<file path="config.mk">
export PLATFORM = sky130hd
export DESIGN_NAME = bbr_front
export DESIGN_NICKNAME = d
export VERILOG_FILES = /design/src/rtl/bbr_pkg.sv /design/src/rtl/bbr_front.sv
export SDC_FILE = /design/constraint.sdc
export NUM_CORES = 1
export LEC_CHECK = 0
export ABC_AREA = 1
export BUFFER_PORTS_ARGS = -buffer_cell sky130_fd_sc_hd__buf_4
export CAP_MARGIN = 20
export CORE_ASPECT_RATIO = 2
export CORE_UTILIZATION = 55
export CTS_CLUSTER_SIZE = 40
export DETAILED_ROUTE_END_ITERATION = 10
export PLACE_DENSITY = 0.85
export SYNTH_ARGS = -nofsm -noshare
export SYNTH_HDL_FRONTEND = slang
export SYNTH_SLANG_ARGS = --single-unit
</file>
<file path="constraint.sdc">
create_clock -name clock -period 3.4 [get_ports clock]
set_clock_uncertainty 0.05 [all_clocks]
set_input_delay 0.34 -clock clock [delete_from_list [all_inputs] [get_ports clock]]
set_output_delay 0.34 -clock clock [all_outputs]
set_load 0.01 [all_outputs]
</file>
<file path="src/rtl/bbr_pkg.sv">
// Shared types, constants and helpers of the 3x3 RGB box blur.
package bbr_pkg;

   localparam int MAX_WIDTH  = 1024;
   localparam int MAX_HEIGHT = 4096;
   localparam int COL_W      = $clog2(MAX_WIDTH);
   localparam int ROW_W      = $clog2(MAX_HEIGHT);
   localparam int CFG_WIDTH_W  = 11;
   localparam int CFG_HEIGHT_W = 13;
   localparam int CSR_IDX_W  = 2;
   localparam int CSR_DATA_W = 13;
   localparam int QUEUE_DEPTH = 4;
   localparam int QPTR_W     = $clog2(QUEUE_DEPTH);

   localparam logic [CSR_IDX_W-1:0] CSR_IMAGE_WIDTH  = 2'd0;
   localparam logic [CSR_IDX_W-1:0] CSR_IMAGE_HEIGHT = 2'd1;

   localparam logic OP_PIXEL = 1'b0;
   localparam logic OP_DRAIN = 1'b1;

   localparam int RECIP_SHIFT = 16;

   typedef logic [23:0] pix_type;   // {blue, green, red}

   // One classified item handed from the front to the back.
   typedef struct packed {
      logic             is_drain;
      pix_type          pix;
      logic [ROW_W-1:0] row;        // row of the results
      logic [COL_W-1:0] col;        // input column, or drain column
      logic             emit_left;  // pixel: give column col-1
      logic             emit_right; // pixel: give column col (row end)
      logic             top_ok;     // top window row lies inside the frame
      logic             left_ok;    // left window column lies inside the frame
      logic             right_ok;   // drain: right column lies inside the frame
      logic             done;       // drain: last pixel of the frame
   } cmd_type;

   // Reciprocal of 2*n scaled by 2^16, rounded up; exact for sums up to 9*255.
   function automatic logic [16:0] recip(input logic [3:0] n);
      logic [16:0] r;
      unique case (n)
         4'd1:    r = 17'd32768;
         4'd2:    r = 17'd16384;
         4'd3:    r = 17'd10923;
         4'd4:    r = 17'd8192;
         4'd6:    r = 17'd5462;
         4'd9:    r = 17'd3641;
         default: r = 17'd0;
      endcase
      return r;
   endfunction

endpackage

</file>
<file path="src/rtl/bbr_front.sv">
// Front of the blur: accepts items and registers, tracks position, classifies items.
module bbr_front import bbr_pkg::*; (
   input  logic                  clock,
   input  logic                  reset,
   input  logic                  req_valid,
   output logic                  req_ready,
   input  logic                  req_op,
   input  logic [7:0]            req_in_red,
   input  logic [7:0]            req_in_green,
   input  logic [7:0]            req_in_blue,
   input  logic                  csr_valid,
   output logic                  csr_ready,
   input  logic [CSR_IDX_W-1:0]  csr_index,
   input  logic [CSR_DATA_W-1:0] csr_wdata,
   output logic                  q_push,
   output cmd_type               q_entry,
   input  logic                  q_full
);

   logic [COL_W-1:0] width_m1_ff, width_m1_in;
   logic [ROW_W-1:0] height_m1_ff, height_m1_in;
   logic [ROW_W-1:0] row_ff, row_in;
   logic [COL_W-1:0] col_ff, col_in;
   logic [COL_W-1:0] dcol_ff, dcol_in;
   logic             draining_ff, draining_in;
   logic             accept, is_drain, last_col, last_row, drain_last;
   logic [CFG_WIDTH_W-1:0]  wr_w;
   logic [CFG_HEIGHT_W-1:0] wr_h;

   assign req_ready = !q_full;
   assign csr_ready = 1'b1;
   assign accept    = req_valid && req_ready;
   assign is_drain  = (req_op == OP_DRAIN);
   assign last_col  = (col_ff == width_m1_ff);
   assign last_row  = (row_ff == height_m1_ff);
   assign drain_last = (dcol_ff == width_m1_ff);
   assign wr_w = csr_wdata[CFG_WIDTH_W-1:0];
   assign wr_h = csr_wdata[CFG_HEIGHT_W-1:0];

   always_comb begin
      q_push  = 1'b0;
      q_entry = '0;
      if (is_drain) begin
         q_push           = accept && draining_ff;
         q_entry.is_drain = 1'b1;
         q_entry.row      = height_m1_ff;
         q_entry.col      = dcol_ff;
         q_entry.top_ok   = (height_m1_ff != '0);
         q_entry.left_ok  = (dcol_ff != '0);
         q_entry.right_ok = !drain_last;
         q_entry.done     = drain_last;
      end else begin
         q_push             = accept && !draining_ff;
         q_entry.pix        = {req_in_blue, req_in_green, req_in_red};
         q_entry.row        = row_ff - 1'b1;
         q_entry.col        = col_ff;
         q_entry.emit_left  = (row_ff != '0) && (col_ff != '0);
         q_entry.emit_right = (row_ff != '0) && last_col;
         q_entry.top_ok     = (row_ff > ROW_W'(1));
         q_entry.left_ok    = (col_ff > COL_W'(1));
      end
   end

   always_comb begin
      width_m1_in  = width_m1_ff;
      height_m1_in = height_m1_ff;
      row_in       = row_ff;
      col_in       = col_ff;
      dcol_in      = dcol_ff;
      draining_in  = draining_ff;
      if (csr_valid && csr_ready &&
          (csr_index == CSR_IMAGE_WIDTH || csr_index == CSR_IMAGE_HEIGHT)) begin
         // A register write restarts the frame.
         if (csr_index == CSR_IMAGE_WIDTH) begin
            if (wr_w == '0) width_m1_in = '0;
            else if (wr_w > CFG_WIDTH_W'(MAX_WIDTH)) width_m1_in = COL_W'(MAX_WIDTH - 1);
            else width_m1_in = COL_W'(wr_w - 1'b1);
         end else begin
            if (wr_h == '0) height_m1_in = '0;
            else if (wr_h > CFG_HEIGHT_W'(MAX_HEIGHT)) height_m1_in = ROW_W'(MAX_HEIGHT - 1);
            else height_m1_in = ROW_W'(wr_h - 1'b1);
         end
         row_in      = '0;
         col_in      = '0;
         dcol_in     = '0;
         draining_in = 1'b0;
      end else if (q_push && !is_drain) begin
         if (last_col) begin
            col_in = '0;
            if (last_row) begin
               row_in      = '0;
               draining_in = 1'b1;
               dcol_in     = '0;
            end else begin
               row_in = row_ff + 1'b1;
            end
         end else begin
            col_in = col_ff + 1'b1;
         end
      end else if (q_push && is_drain) begin
         if (drain_last) begin
            draining_in = 1'b0;
            dcol_in     = '0;
         end else begin
            dcol_in = dcol_ff + 1'b1;
         end
      end
   end

   always_ff @(posedge clock) begin
      if (reset) begin
         width_m1_ff  <= COL_W'(MAX_WIDTH - 1);
         height_m1_ff <= ROW_W'(767);
         row_ff       <= '0;
         col_ff       <= '0;
         dcol_ff      <= '0;
         draining_ff  <= 1'b0;
      end else begin
         width_m1_ff  <= width_m1_in;
         height_m1_ff <= height_m1_in;
         row_ff       <= row_in;
         col_ff       <= col_in;
         dcol_ff      <= dcol_in;
         draining_ff  <= draining_in;
      end
   end

endmodule

</file>
### Word-level counts from Yosys, hierarchy flattened

Cells that the tools add are included.

* logic and storage cells: 74
* output and inout bits: 56
* input bits: 45
* flip-flop bits (word level): 55

* muxes and demuxes: 23
* reductions and logical operators: 28
* equality and inequality tests: 6
* order comparisons: 4
* bitwise operators: 1
* add/sub/neg operators: 6

Operators by type and width (number)
* $mux 10: 8
* $mux 12: 3
* $mux 24: 1
* $reduce_bool 12->1: 2
* $sub 12x1->12 const B: 2
* $mux 22: 1
* $add 10x1->10 const B: 2
* $eq 10x10->1: 2
* $reduce_bool 10->1: 2
* $gt 13x13->1 const B: 1
* $logic_not 13->1: 1
* $add 12x1->12 const B: 1
* $eq 12x12->1: 1
* $gt 12x1->1 const B: 1
* $gt 11x11->1 const B: 1
* $logic_not 11->1: 1
* $gt 10x1->1 const B: 1
* $sub 10x1->10 const B: 1
* $logic_and 1x1->1: 8
* $mux 1: 7
* $mux 2: 3
* $reduce_and 2->1: 3
* $logic_not 1->1: 4
* $ne 2x2->1 const B: 2
* other kinds (8): 9

### Depth between registers and ports, before layout

* depth in word-level cells: 7
* gate-level depth with buffers: 13
* gate-level depth less buffers: 12

### Worst setup path before layout

Ideal clock, no wire load.

* kind: flip-flop to output port
* start point: register row_ff[0]
* end point: output port q_entry[26] (netlist name)
* buffers on the path: 1
* cell stages (with the launch flop): 9
* arrival time: 1.511 ns
* path slack: 1.499 ns
* path through: dfxtp_1 buf_2 inv_1 ha_1 nand2_1 nor3_1 nand2_1 xor2_1 o21ai_1

RTL lines
* start: declaration: line bbr_front.sv:22 `logic [ROW_W-1:0] row_ff, row_in;`
* start signal: assignment: line bbr_front.sv:121 `row_ff <= row_in;`
* end: declaration: line bbr_front.sv:16 `output cmd_type q_entry,`

==> metrics.md <==
| Metric | Value |
|---|---|
| Outcome | `complete, no violations` |
| Drt wl/cell | `14.71 um` |
| Worst EP arrival | `1.99 ns` |
| Setup TNS | `0 ns` |
| Initial DRT Pass Iterations | `5` |
| Finished Cell Area | `5333 um^2` |
| Hold Crit Depth | `2` |
| Worst setup EP type | `primary output` |
| Largest net degree at the start of global routing | `63` |
| Post-CTS Hold Buffers | `0` |
| Remaining antenna violation count after routing | `0` |
| Flops & latches, synth | `55` |
| Post-Syn Area | `4439 um^2` |
| Pwr/cell area | `286.9 nW/um^2` |
| CTS Buf Count | `5` |
| Commonest non-fill, non-tap cell in the layout | `nand2_1` |
| DIE HEIGHT | `129.1 um` |
| Psw | `0.3917 mW` |
| Total placed instance area | `5159 um^2` |
| WHS Endpoint | `height_m1_ff[8]$_SDFFE_PP0P_` |
| Synth cell types | `44` |
| Reg2reg setup slack | `1.11 ns` |
| Vias in the first global route | `4,767` |
| Sw frac | `25.60%` |
| IO buf count | `99` |
| CP Data Required Time | `3.01 ns` |
| Min-Delay Startpoint | `reset` |
| Layout cells sized above 1 | `16.77%` |
| Final wirelength | `13,520 um` |
| Post-synth EDFFs | `0` |
| RR Startpoint | `row_ff[8]$_SDFFE_PP0P_` |
| Net count, final | `878` |
| Reg2reg end | `dcol_ff[0]$_SDFFE_PP0P_` |
| Power Internal | `1.138 mW` |
| Syn Nets | `800` |
| Chip width | `65.53 um` |
| Final Setup Violations | `0` |
| Htree depth | `2` |
| Critical Path Source Type | `flip-flop` |
| Top FF cell, synth | `dfxtp_1` |
| Initial core utilization | `56.30%` |
| Critical path class | `reg2out` |
| Asr flop ratio synth | `0%` |
| Clock share of power | `38.9%` |
| Dpl hpwl | `10,710 um` |
| Max-slew headroom | `56.81%` |
| Clock slew at reported path FFs | `0.07 ns` |
| Hold_ws | `0.2653 ns` |
| CTS tree | `built` |
| Clock buffer depth | `2` |
| DRC | `0` |
| Via count | `5,065` |
| Clk_lat worst skew | `0.29 ns` |
| Worst r2r path cells | `10` |
| Syn Inst Count | `744` |
| Avg Cell Area, Syn | `5.967 um^2` |
| Final Cycle Share | `70.01%` |
| Die area | `8456 um^2` |
| Overflow after GRT | `0` |
| Comb pwr share | `16.6%` |
| Critical Path Fanout Max | `10` |
| Yosys warnings | `0` |
| Via-to-Cell Ratio | `5.511` |
| Initial antenna violation count | `0` |
| RSZ-0062 raised after global routing | `no` |
| Sequential power share | `44.5%` |
| Max-slew violation count | `0` |
| Worst Hold Class | `in2reg` |
| Initial drt markers | `484` |
| Final Power | `1.530 mW` |
| Post-synthesis sequential area ratio | `24.80%` |
| Leakage Power | `2.609 nW` |
| First-pass GRT wire length | `21,450 um` |
| Post-cts resize count | `0` |
| Tot GR Track Use | `33.24%` |
| TritonCTS Sinks | `55` |
| Slew @ Worst Pin | `0.6478 ns` |
| IR drop worst, VDD | `0.2317 mV` |
| Root Buffer | `clkbuf_16` |
| Fmax | `0.4201 GHz` |
| Tmin final | `2.380 ns` |
| Area Growth Syn to Fin | `20.12%` |
| I/O pin total | `101` |
| Core area | `7885 um^2` |
| Antenna diodes | `0` |
| Final hold vios | `0` |
| Max Cap Violations | `0` |
| GPL Wtd Cong | `1.065` |
| Post-CTS Setup Inserts | `0` |
| Commonest cells after routing, fill and taps aside | `nand2_1 (205), inv_1 (105), nor2_1 (104)` |
| Row cnt | `46` |
[routing by layer]
| layer | global-route usage [%] | part of all wire, % |
|---|---|---|
| met4 | 27.24 | 7.8 |
| met5 | 0 | 0 |
| met2 | 62.04 | 54 |
| met3 | 4.577 | 5.6 |
| met1 | 30.55 | 33 |
[through the flow]
stage	setup slack [ns]	std cells	util, %
global route	0.8884	919	67.63
global placement	1.218	911	65.42
CTS	1.054	919	67.63
detailed placement	1.184	911	65.42
finish	1.020	919	67.63
floorplan	1.499	744	-
[power by group through the flow]
stage                     logic, mW  registers, mW  clock network, mW
final                         0.255          0.680              0.595
after floorplan               0.143          0.685                  0
after global placement        0.247          0.693                  0
after CTS                     0.254          0.679              0.614
after global routing          0.281          0.681              0.634
after detailed placement      0.253          0.694                  0
[critical path, cell delays in order (launching register included)]
cell and delay (ns):
dfxtp_1 0.41, inv_1 0.21, ha_1 0.23, nand2_1 0.10
nor3_1 0.23, nand2_1 0.09, xor2_1 0.15, o21ai_1 0.14
buf_4 0.14
[final cells by class]
cell class	count	area (um^2)
clock inverter	2	35.03
inverter	112	420.4
sequential	55	1101
tap	96	120.1
fill	729	2552
timing repair buffer	101	758.2
clock buffer	6	138.9
multi-input combinational	547	2759
[kinds of logic after synthesis]
logic type	Yosys count	share of synthesized area, %
DFF	55	24.80
other	1	0.08447
adders and majority gates	11	3.100
xor gates and xnor gates	36	7.441
buffers and inverters	142	13.05
and+or+nand+nor	403	39.57
AOI/OAI and AO/OA	96	11.95
[sequential cells by signal, indices dropped and copies added, names as in the netlist]
name	cells
draining_ff	1
dcol_ff	10
row_ff	12
width_m1_ff	10
height_m1_ff	12
col_ff	10
[synth_stat cells (12+ instances only)]
master / count / area (um^2)
nand2_1: 205 / 769.5
nand3_1: 40 / 200.2
inv_1: 105 / 394.1
dfxtp_1: 55 / 1101
a21oi_1: 35 / 175.2
nor3_1: 13 / 65.06
xor2_1: 21 / 183.9
buf_2: 12 / 60.06
nor2_1: 104 / 390.4
o21ai_0: 37 / 185.2
xnor2_1: 13 / 113.9
[how the worst max path moves through the flow]
stage                           start                     end
6_report       row_ff[0]$_SDFFE_PP0P_             q_entry[26]
5_1_grt        row_ff[0]$_SDFFE_PP0P_             q_entry[26]
4_1_cts        row_ff[0]$_SDFFE_PP0P_             q_entry[26]
3_5_place_dp                   req_op  row_ff[3]$_SDFFE_PP0P_
3_3_place_gp                   req_op  row_ff[3]$_SDFFE_PP0P_
2_1_floorplan  row_ff[0]$_SDFFE_PP0P_             q_entry[26]
Power figures use the tool's default switching activity.
