$ cat src/rtl/bbr_pkg.sv
// Shared types, constants and helpers of the 3x3 RGB box blur.
package bbr_pkg;

   localparam int MAX_WIDTH  = 1024;
   localparam int MAX_HEIGHT = 4096;
   localparam int COL_W      = $clog2(MAX_WIDTH);
   localparam int ROW_W      = $clog2(MAX_HEIGHT);
   localparam int CFG_WIDTH_W  = 11;
   localparam int CFG_HEIGHT_W = 13;
   localparam int CSR_IDX_W  = 2;
   localparam int CSR_DATA_W = 13;
   localparam int QUEUE_DEPTH = 4;
   localparam int QPTR_W     = $clog2(QUEUE_DEPTH);

   localparam logic [CSR_IDX_W-1:0] CSR_IMAGE_WIDTH  = 2'd0;
   localparam logic [CSR_IDX_W-1:0] CSR_IMAGE_HEIGHT = 2'd1;

   localparam logic OP_PIXEL = 1'b0;
   localparam logic OP_DRAIN = 1'b1;

   localparam int RECIP_SHIFT = 16;

   typedef logic [23:0] pix_type;   // {blue, green, red}

   // One classified item handed from the front to the back.
   typedef struct packed {
      logic             is_drain;
      pix_type          pix;
      logic [ROW_W-1:0] row;        // row of the results
      logic [COL_W-1:0] col;        // input column, or drain column
      logic             emit_left;  // pixel: give column col-1
      logic             emit_right; // pixel: give column col (row end)
      logic             top_ok;     // top window row lies inside the frame
      logic             left_ok;    // left window column lies inside the frame
      logic             right_ok;   // drain: right column lies inside the frame
      logic             done;       // drain: last pixel of the frame
   } cmd_type;

   // Reciprocal of 2*n scaled by 2^16, rounded up; exact for sums up to 9*255.
   function automatic logic [16:0] recip(input logic [3:0] n);
      logic [16:0] r;
      unique case (n)
         4'd1:    r = 17'd32768;
         4'd2:    r = 17'd16384;
         4'd3:    r = 17'd10923;
         4'd4:    r = 17'd8192;
         4'd6:    r = 17'd5462;
         4'd9:    r = 17'd3641;
         default: r = 17'd0;
      endcase
      return r;
   endfunction

endpackage

$ cat src/rtl/bbr_queue.sv
// Short command queue between the front and the back of the blur.
module bbr_queue import bbr_pkg::*; (
   input  logic    clock,
   input  logic    reset,
   input  logic    push,
   input  cmd_type push_data,
   input  logic    pop,
   output cmd_type head,
   output logic    full,
   output logic    empty
);

   cmd_type             slot_ff [QUEUE_DEPTH];
   logic [QPTR_W-1:0]   wr_ptr_ff, rd_ptr_ff;
   logic [QPTR_W:0]     count_ff;

   assign full  = (count_ff == (QPTR_W+1)'(QUEUE_DEPTH));
   assign empty = (count_ff == '0);
   assign head  = slot_ff[rd_ptr_ff];

   always_ff @(posedge clock) begin
      if (push) begin
         slot_ff[wr_ptr_ff] <= push_data;
      end
      if (reset) begin
         wr_ptr_ff <= '0;
         rd_ptr_ff <= '0;
         count_ff  <= '0;
      end else begin
         if (push) wr_ptr_ff <= wr_ptr_ff + 1'b1;
         if (pop)  rd_ptr_ff <= rd_ptr_ff + 1'b1;
         unique case ({push, pop})
            2'b10:   count_ff <= count_ff + 1'b1;
            2'b01:   count_ff <= count_ff - 1'b1;
            default: count_ff <= count_ff;
         endcase
      end
   end

endmodule

$ cat config.mk
export PLATFORM = sky130hd
export DESIGN_NAME = bbr_queue
export DESIGN_NICKNAME = d
export VERILOG_FILES = /design/src/rtl/bbr_pkg.sv /design/src/rtl/bbr_queue.sv
export SDC_FILE = /design/constraint.sdc
export NUM_CORES = 1
export LEC_CHECK = 0
export BUFFER_PORTS_ARGS = -buffer_cell sky130_fd_sc_hd__buf_2
export CAP_MARGIN = 30
export CORE_AREA = 2 2 132 134
export CTS_BUF_LIST = sky130_fd_sc_hd__clkbuf_8
export DETAILED_ROUTE_END_ITERATION = 6
export DIE_AREA = 0 0 134 136
export PLACE_DENSITY = 0.8
export REMOVE_ABC_BUFFERS = 1
export SLEW_MARGIN = 5
export SYNTH_ARGS = -nofsm -noshare
export SYNTH_HDL_FRONTEND = slang
export SYNTH_SLANG_ARGS = --single-unit
$ cat constraint.sdc
create_clock -name clock -period 4.05 [get_ports clock]
set_input_delay 1.0125 -clock clock [delete_from_list [all_inputs] [get_ports clock]]
set_output_delay 1.0125 -clock clock [all_outputs]
set_load 0.01 [all_outputs]
### After elaboration in Yosys (flattened, before gate mapping)

Memory sizes are Yosys's and may differ from the RTL's. A register that Yosys moved wholly into a read port is not among the register bits.
Index checks and enable logic that the tools add are counted.

| operators by class | value |
|---|---|
| reductions and logical operators | 2 |
| multiplexer cells | 5 |
| eq/ne operators | 3 |
| add/sub/neg operators | 4 |

Operators with widths:

| cell | number |
|---|---|
| 3-bit case mux with 2 select lines | 1 |
| 2-bit by 1-bit adder with 2-bit output, second input constant | 2 |
| 2-bit two-way mux | 2 |
| 3-bit by 1-bit adder with 3-bit output, second input constant | 1 |
| 3-bit equality test, second input constant | 1 |
| 3-bit logical NOT | 1 |
| 3-bit by 1-bit subtractor with 3-bit output, second input constant | 1 |
| 2-bit by 1-bit equality test with 1-bit output, second input constant | 1 |
| 2-bit equality test, second input constant | 1 |
| 1-bit two-way mux | 2 |
| 2-bit nonzero test | 1 |

| storage, ports and cells | value |
|---|---|
| input port bits | 57 |
| bits in writable memories | 212 |
| memories kept | 1 |
| output and inout bits | 55 |
| register bits | 7 |

Memory list:

| name | words | width | rd ports | clocked after Yosys merged registers in | wr ports | RTL line | text |
|---|---|---|---|---|---|---|---|
| slot_ff | 4 | 53 | 1 | 1 | 1 | bbr_queue.sv:13 | `cmd_type slot_ff [QUEUE_DEPTH];` |

### Depth between registers and ports, before layout

Gate-level depths: netlist of run 1.

| depth | value |
|---|---|
| word-level depth | 3 |
| depth in mapped cells | 7 |
| gate-level depth less buffers | 7 |

### Worst setup path before layout of run 1

Ideal clock, no wire load.

| timing | value |
|---|---|
| path kind | in2reg |
| start point | input port push |
| end point | memory slot_ff[0][0] in the netlist's numbering (enable) |
| path slack | 1.360 ns |
| stages | 1 |
| buffers on the path | 0 |
| required time | 3.634 ns |
| library setup time | 0.416 ns |
| data arrival time | 2.274 ns |
| cells stage by stage | and2_1 |

| between the ends | value |
|---|---|
| cells in the longest elaborated chain, start to end | 2 |

RTL lines:

| item | RTL line | text |
|---|---|---|
| start: declaration | bbr_queue.sv:5 | `input logic push,` |
| 1-bit two-way mux | bbr_queue.sv:22 | `if (push) begin` |
| 1-bit two-way mux (not written as such) | bbr_queue.sv:23 | `slot_ff[wr_ptr_ff] <= push_data;` |
| end: declaration | bbr_queue.sv:13 |  |

No other way between the ends.

==> results of run 1 <==
-- cell type report --
cell class,instances,area [sq um]
sequential,221,6550
tap,225,282
clock inverter,23,91.3
clock buffer,38,523
fill,1265,7290
timing repair buffer,119,678
multi-input combinational,84,1440
inverter,6,22.5
-- worst max-delay path, cell delays in order (launching register included) --
cell and delay (ns):
dfxtp_4 0.70, buf_4 0.38, mux4_2 0.55, buf_2 0.16
-- layer usage --
metal,wire length [microns],part of all wire [%],global-route usage [%],vias up
met5,11,0.077,0,-
met4,306,2.2,5.85,2
met3,897,6.3,4.92,29
met2,7380,52,27.4,128
met1,5600,39,19.1,1944
li1,-,-,-,1658
-- cell usage after synthesis, drive strengths merged, types with 2 or more instances --
cell type / n
nor2: 8
buf: 11
dfxtp: 9
ha: 5
inv: 6
and2: 4
xnor2: 2
mux4: 53
clkbuf: 2
a21oi: 2
xor2: 3
edfxtp: 212
-- power by group through the flow --
stage	clock network [mW]	logic, mW	registers (mW)
6_report	1.64	0.462	2.67
5_1_grt	1.79	0.500	2.68
4_1_cts	1.70	0.473	2.67
3_5_place_dp	0	0.472	2.72
3_3_place_gp	0	0.456	2.71
2_1_floorplan	0	0.253	2.73
-- through the flow --
stage	utilization [%]	instance area [sq um]	setup slack (ns)	total power [mW]	hold slack [ns]
finish	56.8	9590	0.744	4.77	0.535
global route	56.8	9590	0.524	4.97	0.561
CTS	56.8	9590	0.627	4.85	0.535
detailed placement	53.2	8970	1.19	3.19	0.519
global placement	53.2	8970	1.19	3.17	0.476
floorplan	-	8000	0.0328	2.98	0.461
-- how the worst max path moves through the flow --
stage,from,to,slack (ns),cells past startpoint
6_report,flop,head[52],0.74,3
5_1_grt,flop,head[14],0.52,3
4_1_cts,flop,head[52],0.63,3
3_5_place_dp,flop,head[52],1.19,3
3_3_place_gp,flop,head[9],1.19,3
2_1_floorplan,flop,head[44],0.03,1
-- placed cells by master, fill, tap and decap left out, drive strengths merged --
cell type / synthesis / layout
a21oi: 2 / 2
and2: 4 / 4
and3: 1 / 1
buf: 11 / 119
clkbuf: 2 / 38
clkinv: 0 / 12
dfxtp: 9 / 9
edfxtp: 212 / 212
fa: 1 / 1
ha: 5 / 5
inv: 6 / 17
mux2i: 1 / 1
mux4: 53 / 53
nand2: 1 / 1
nor2: 8 / 8
nor3: 1 / 1
o21ai: 1 / 1
or3: 1 / 1
xnor2: 2 / 2
xor2: 3 / 3
-- kinds of logic after synthesis --
| logic type | Yosys count | share of synthesized area (%) |
|---|---|---|
| xor+xnor | 5 | 0.538 |
| buf+inv | 19 | 2.04 |
| fa+ha+maj | 6 | 1.01 |
| simple gates | 16 | 0.937 |
| mux | 54 | 14.9 |
| flops | 221 | 80.4 |
| compound gates | 3 | 0.184 |
-- registers in the layout, summed over array words and instances, names as in the netlist, named ones only --
signal	cells
count_ff	3
wr_ptr_ff	2
rd_ptr_ff	2
slot_ff	212
==> run metrics, run 1 <==
status completed; sum of negative setup slack 0 ns; clk sinks 221; crit path kind reg -> out; Final setup violation count 0; CTS tree done; sequential fraction of the synthesis area 80.4%; IO Count 112; Pint 3.71 mW; WL per Instance 19.8 microns; Longest Clk Path Bufs 3; r2r endpoint slot_ff[3][36]$_DFFE_PP_; ys async rst share 0%; final hold violations 0; Starting Density 48.3%; combinational share of power 9.7%; Worst R2R Path Depth 3; Slew HR 45.6%; Die ar. 18200 sq um; Flop pwr share 55.9%; GP Congestion 0.672; die height 136 microns; first-pass GRT wire length 21500 microns; number of synthesized flops with an enable pin 212; Worst R2R Start wr_ptr_ff[0]$_SDFFE_PP0P_; Detail Route Antenna Nets 0; synth warn 0; Via Count 3761; Synth-to-Final Area Change 17.7%; Seq cells post-synth 221; Min-Delay Endpoint count_ff[1]$_SDFFE_PP0P_; postcts setup bufs 0; Cells on Worst Hold Path 2; Yosys cell types 22; DRC viols 0; Max Cap Violations 0; CP startpoint kind flop; Final Cycle Share 81.6%; synthesized cell area 8150 sq um; min cycle time layout 3.31 ns; Clock Skews 0.0190 ns; share of cells above drive strength 1 44.2%; root buffer cell clkbuf_8; clock network power share 34.4%; DP Cell Count 655; pwr/cell area 498 nW/um^2; post-DP HPWL 8810 microns; 1st-pass router iterations 4; R2R Setup Slk 2.18 ns; Worst-Skew Late Latency 0.50 ns; gr ovfl total 0; maximum vdd ir drop 0.000255 V; Yosys top cell area share 78.2%; mean post-synth cell area 25.1 sq um; number of diodes 0; die width 134 microns; Primary FF master, synth edfxtp_1; CTS H-Tree Depth 2; Total Wirelength 14200 microns; Leak Pwr 3.30 nW; hold buffer count at CTS 0; vias in the first global route 4081; maximum clock frequency 302 MHz; area leader, netlist edfxtp_1; Synth Instances 324; final std cells w/o fill 716; Core ar. 16900 sq um; DR iter-0 viols 235; nets 530; Overall Global Routing Usage 15.9%; synth top area cells edfxtp_1, mux4_2, dfxtp_1; hold crit path type reg -> reg; largest net degree at the start of global routing 45; initial antenna violation count 2; Arr. time, crit path 2.29 ns; CTS Buf Count 35; worst slew pin tran 0.817 ns; critical path peak fanout 29; switching share of power 22.3%; cell row count 48; Critical Path Sink Type output pin; Port Buf Inserts 111; post-CTS sizing 0; Worst Path Required 3.04 ns; startpoint of the worst hold path count_ff[1]$_SDFFE_PP0P_; Vias/cell 5.25; clock slew at reported path FFs 0.06 ns; switching power 1.07 mW; unrepaired setup endpoints after global routing no; max-slew violations 0
No activity file was read; power rests on OpenSTA's default activity.
==> run 2: changes to the inputs <==
Clock period 4.05 ns to 3.25 ns, I/O delays scaled along.
==> run 2 against run 1 <==
  * Register-to-register slack got worse by 0.77 ns
  * Setup slack worse by 0.42 ns
  * Hold slack got worse by 0.023 ns
  * Sequential share of layout area is 0.48 points lower
  * Highest routed layer is now met4
  * Non-clock buffer count up 4
  * Die area unchanged
==> run metrics, run 2 (synthesized netlist as in run 1, its figures left out) <==
Core ar. 16900 sq um (unchanged); Port Buf Inserts 111 (unchanged); max reg flops 212 (unchanged); final hold slack 0.512 ns (-0.0230 ns); postcts setup bufs 0 (unchanged); Longest Clk Path Bufs 3 (unchanged); WL per Instance 20.2 microns (+1.8%); post-route setup slack 0.320 ns (-0.424 ns); Worst R2R Start wr_ptr_ff[0]$_SDFFE_PP0P_; Worst Path Required 2.44 ns (-0.60 ns); critical path peak fanout 23 (-21%); Vias/cell 5.18 (-1.4%); unrepaired setup endpoints after global routing no; hold buffer count at CTS 0 (unchanged); Leak Pwr 3.34 nW (+1.2%); CP startpoint kind flop; clk sinks 221 (unchanged); hold crit path type reg -> reg; Overall Global Routing Usage 16.6% (+0.66 points); maximum clock frequency 341 MHz; worst slew pin tran 0.587 ns (-0.230 ns); CTS Buf Count 35 (unchanged); Total Power 6.14 mW (+29%); post-DP HPWL 9200 microns (+4.4%); Worst-Skew Late Latency 0.50 ns (about the same); Slew HR 60.9% (+15 points); post-CTS sizing 0 (unchanged); DRC viols 0 (unchanged); GP Congestion 0.690 (+2.7%); final hold violations 0 (unchanged); DP Area 8980 sq um (about the same); gr ovfl total 0 (unchanged); root buffer cell clkbuf_8; Largest regs slot_ff (212), count_ff (3); fin area 9650 sq um (+0.70%); status completed; first-pass GRT wire length 22400 microns (+4.3%); maximum vdd ir drop 0.000408 V (+60%); Synth-to-Final Area Change 18.5%; Clock Skews 0.0145 ns (-0.00455 ns); die height 136 microns (unchanged); die width 134 microns (unchanged); Max Cap Violations 0 (unchanged); crit path kind reg -> out; cell row count 48 (unchanged); IO Count 112 (unchanged); Total Wirelength 14600 microns (+2.6%); largest net degree at the start of global routing 32 (-29%); CTS tree done; Via Count 3738 (-0.61%); pwr/cell area 636 nW/um^2 (+28%); R2R Setup Slk 1.41 ns (-0.77 ns); Die ar. 18200 sq um (unchanged); Final setup violation count 0 (unchanged); largest register by flop count slot_ff; Detail Route Antenna Nets 0 (unchanged); initial antenna violation count 1 (-1); Critical Path Sink Type output pin; max-slew violations 0 (unchanged); Arr. time, crit path 2.12 ns (-0.17 ns); CTS H-Tree Depth 2 (unchanged); most frequent cells in the layout edfxtp_1, buf_2, mux4_2; share of cells above drive strength 1 45.6% (+1.4 points); startpoint of the worst hold path rd_ptr_ff[1]$_SDFFE_PP0P_; nets 534 (+0.75%); clock slew at reported path FFs 0.06 ns (about the same); min cycle time layout 2.93 ns; DR iter-0 viols 165 (-30%); commonest non-fill, non-tap cell in the layout edfxtp_1; vias in the first global route 4091 (+0.25%); Starting Density 48.3% (unchanged); Final Cycle Share 90.2%; 1st-pass router iterations 4 (unchanged); Place WS 0.790 ns (-0.396 ns); fin util 57.2% (+0.40 points)
-- run 2: cell count changes in the layout (fill, tap and decap cells not counted) --
cell | before | now
buf_12 | 5 | 3
buf_4 | 3 | 9
bufinv_16 | 0 | 2
clkinv_1 | 8 | 7
clkinv_2 | 4 | 7
diode_2 | 0 | 1
inv_1 | 17 | 14
-- run 2: worst paths after layout --
kind,cells past startpoint,endpoint
setup / recovery,3,head[5]
hold / removal,2,flop
setup reg to reg,4,slot_ff[0][49]$_DFFE_PP_
hold reg to reg,2,flop
-- run 2: layer usage --
metal  part of all wire [%]  GRT usage (%)  vias up
met3                    5.8           4.66       31
met5                      0              0        -
met4                    2.1           5.73        0
li1                       -              -     1669
met1                     41           20.8     1928
met2                     51           28.0      110
-- run 2: final cells by class --
class	count	area [sq um]
Multi-Input combinational cell	84	1440
Tap cell	225	282
Clock inverter	24	151
Timing Repair Buffer	123	683
Fill cell	1255	7220
Inverter	6	22.5
Antenna cell	1	2.50
Sequential cell	221	6550
Clock buffer	38	523
-- run 2: stage by stage --
step	instances	setup TNS, ns
finish	722	0
global route	721	0
CTS	721	0
detailed placement	659	0
global placement	659	0
floorplan	311	-26.77
-- run 2: power breakdown --
| part | switching (mW) | internal (mW) | leakage, nW |
|---|---|---|---|
| combinational | 0.298 | 0.281 | 0.937 |
| sequential | 0.0592 | 3.27 | 2.02 |
| clock | 0.996 | 1.24 | 0.382 |
-- run 2: critical path: stages, from the launching register on --
cell     delay [ns]
dfxtp_4        0.66
buf_12         0.25
mux4_2         0.54
buf_2          0.16
==> run 3: changes to the inputs <==
Settings changed: CORE_AREA 2 2 132 134 to 2 2 124 126, CTS_CLUSTER_DIAMETER set to 200, DIE_AREA 0 0 134 136 to 0 0 126 128, PLACE_DENSITY 0.8 to 0.88.
Clock period 3.25 ns to 3.34 ns, I/O delays scaled along.
==> run 3 against run 2 <==
  * Hold slack improved by 0.0089 ns
  * Setup slack improved by 0.069 ns
  * Clock power fell by 8%
  * Wire length fell by 2.2%
  * Die area fell by 12%
  * Register-to-register slack improved by 0.06 ns
  * Critical path depth did not move
  * Combinational power fell by 2%
  * Via count rose by 0.35%
  * Largest cell class unchanged
==> run metrics, run 3 (synthesized netlist as in run 1, its figures left out) <==
share of cells above drive strength 1 44.1% (-1.4 points); WL per Instance 20.9 microns (+3.5%); critical path peak fanout 19 (-17%); postcts setup bufs 0 (unchanged); Synth-to-Final Area Change 17.4%; DP Cell Count 621 (-5.8%); critical path's slowest cell dfxtp_4; fin area 9560 sq um (-0.97%); CTS Buf Count 35 (unchanged); cells along the critical path buf_4, mux4_1, buf_2; post-CTS sizing 0 (unchanged); Overall Global Routing Usage 18.1% (+1.5 points); 1st-pass router iterations 4 (unchanged); die height 128 microns (-5.9%); fin util 64.3% (+7.1 points); DP Area 8920 sq um (-0.60%); CTS H-Tree Depth 2 (unchanged); Starting Density 54.8% (+6.5 points); final std cells w/o fill 682 (-5.5%); status completed; Worst-Skew Late Latency 0.48 ns (-0.02 ns); Final Cycle Share 88.3%; sum of negative setup slack 0 ns (unchanged); Max Cap Violations 0 (unchanged); first-pass GRT wire length 22000 microns (-2.0%); GP Congestion 0.695 (+0.72%); initial antenna violation count 0 (-1); top cell family by delay on the critical path flip-flops; worst slew pin tran 0.654 ns (+0.0674 ns); unrepaired setup endpoints after global routing no; crit path kind reg -> out; largest net degree at the start of global routing 36 (+13%); largest register by flop count slot_ff; vias in the first global route 3977 (-2.8%); gr ovfl total 0 (unchanged); Die ar. 16100 sq um (-12%); max incr delay on CP 0.60 ns (-0.06 ns); max reg flops 212 (unchanged); maximum vdd ir drop 0.000310 V (-24%); Core ar. 14900 sq um (-12%); min cycle time layout 2.95 ns; post-route setup slack 0.389 ns (+0.0693 ns); hold crit path type reg -> reg; CP startpoint kind flop; Longest Clk Path Bufs 3 (unchanged); Place WS 0.843 ns (+0.0530 ns); Critical Path Sink Type output pin; IO Count 112 (unchanged); Arr. time, crit path 2.12 ns (about the same); max-slew violations 0 (unchanged); Detail Route Antenna Nets 0 (unchanged); maximum clock frequency 339 MHz; Worst Path Buf+Inv 2 (unchanged); nets 533 (-0.19%); root buffer cell clkbuf_8; number of diodes 0 (-1); Total Wirelength 14200 microns (-2.2%); most frequent cells in the layout edfxtp_1, buf_2, mux4_2; CTS tree done; clk sinks 221 (unchanged); Largest regs slot_ff (212), count_ff (3); final hold violations 0 (unchanged); hold buffer count at CTS 0 (unchanged); DR iter-0 viols 232 (+41%); Port Buf Inserts 111 (unchanged); DRC viols 0 (unchanged); FILL cells 1004 (-20%); clock slew at reported path FFs 0.06 ns (about the same); Slew HR 56.4% (-4.5 points); Vias/cell 5.50 (+6.2%); Worst Path Required 2.50 ns (+0.06 ns); Final setup violation count 0 (unchanged); die width 126 microns (-6.0%); pwr/cell area 614 nW/um^2 (-3.6%); Via Count 3751 (+0.35%); Clock Skews 0.0106 ns (-0.00384 ns); post-DP HPWL 9050 microns (-1.7%); Leak Pwr 3.33 nW (-0.37%); commonest non-fill, non-tap cell in the layout edfxtp_1; cell row count 45 (-6.3%)
==> run 3: changes by cell type in the layout (fill, tap and decap cells not counted) <==
cell and change:
buf_4 -1, bufinv_16 -1, clkinv_2 -6, diode_2 -1
inv_1 +6
==> run 3: worst paths after layout <==
check	start	endpoint	slack (ns)	cells after the start
setup / recovery	flop	head[46]	0.39	3
hold / removal	count_ff[2]$_SDFFE_PP0P_	count_ff[2]$_SDFFE_PP0P_	0.52	2
setup reg to reg	wr_ptr_ff[0]$_SDFFE_PP0P_	slot_ff[0][18]$_DFFE_PP_	1.47	4
hold reg to reg	count_ff[2]$_SDFFE_PP0P_	count_ff[2]$_SDFFE_PP0P_	0.52	2
==> run 3: worst min-delay path, cell delays in order (launching register included) <==
cell     delay, ns
dfxtp_1       0.33
o21ai_0       0.08
a21oi_1       0.06
==> run 3: area by class of cell <==
class,count,area [sq um],share of cell area [%]
clock buffer,38,523,5.47
tap,188,235,2.46
inverter,6,22.5,0.236
multi-input combinational,84,1440,15.0
clock inverter,23,114,1.19
sequential,221,6550,68.5
timing repair buffer,122,676,7.07
==> run 3: report_power, final <==
part	internal, mW	switching, mW
combinational	0.271	0.294
sequential	3.18	0.0557
clock	1.12	0.945
==> run 3: routing by layer <==
layer,vias up,wire (microns),GRT usage (%)
li1,1662,-,-
met1,1939,5830,24.2
met2,126,7290,29.8
met3,24,826,4.38
met4,0,292,5.88
met5,-,0,0
==> run 3: per-stage QoR <==
step / hold WS, ns / total power [mW]
after global routing: 0.537 / 6.09
after detailed placement: 0.518 / 3.87
after CTS: 0.530 / 5.93
final: 0.521 / 5.87
after floorplan: 0.461 / 3.61
after global placement: 0.478 / 3.84
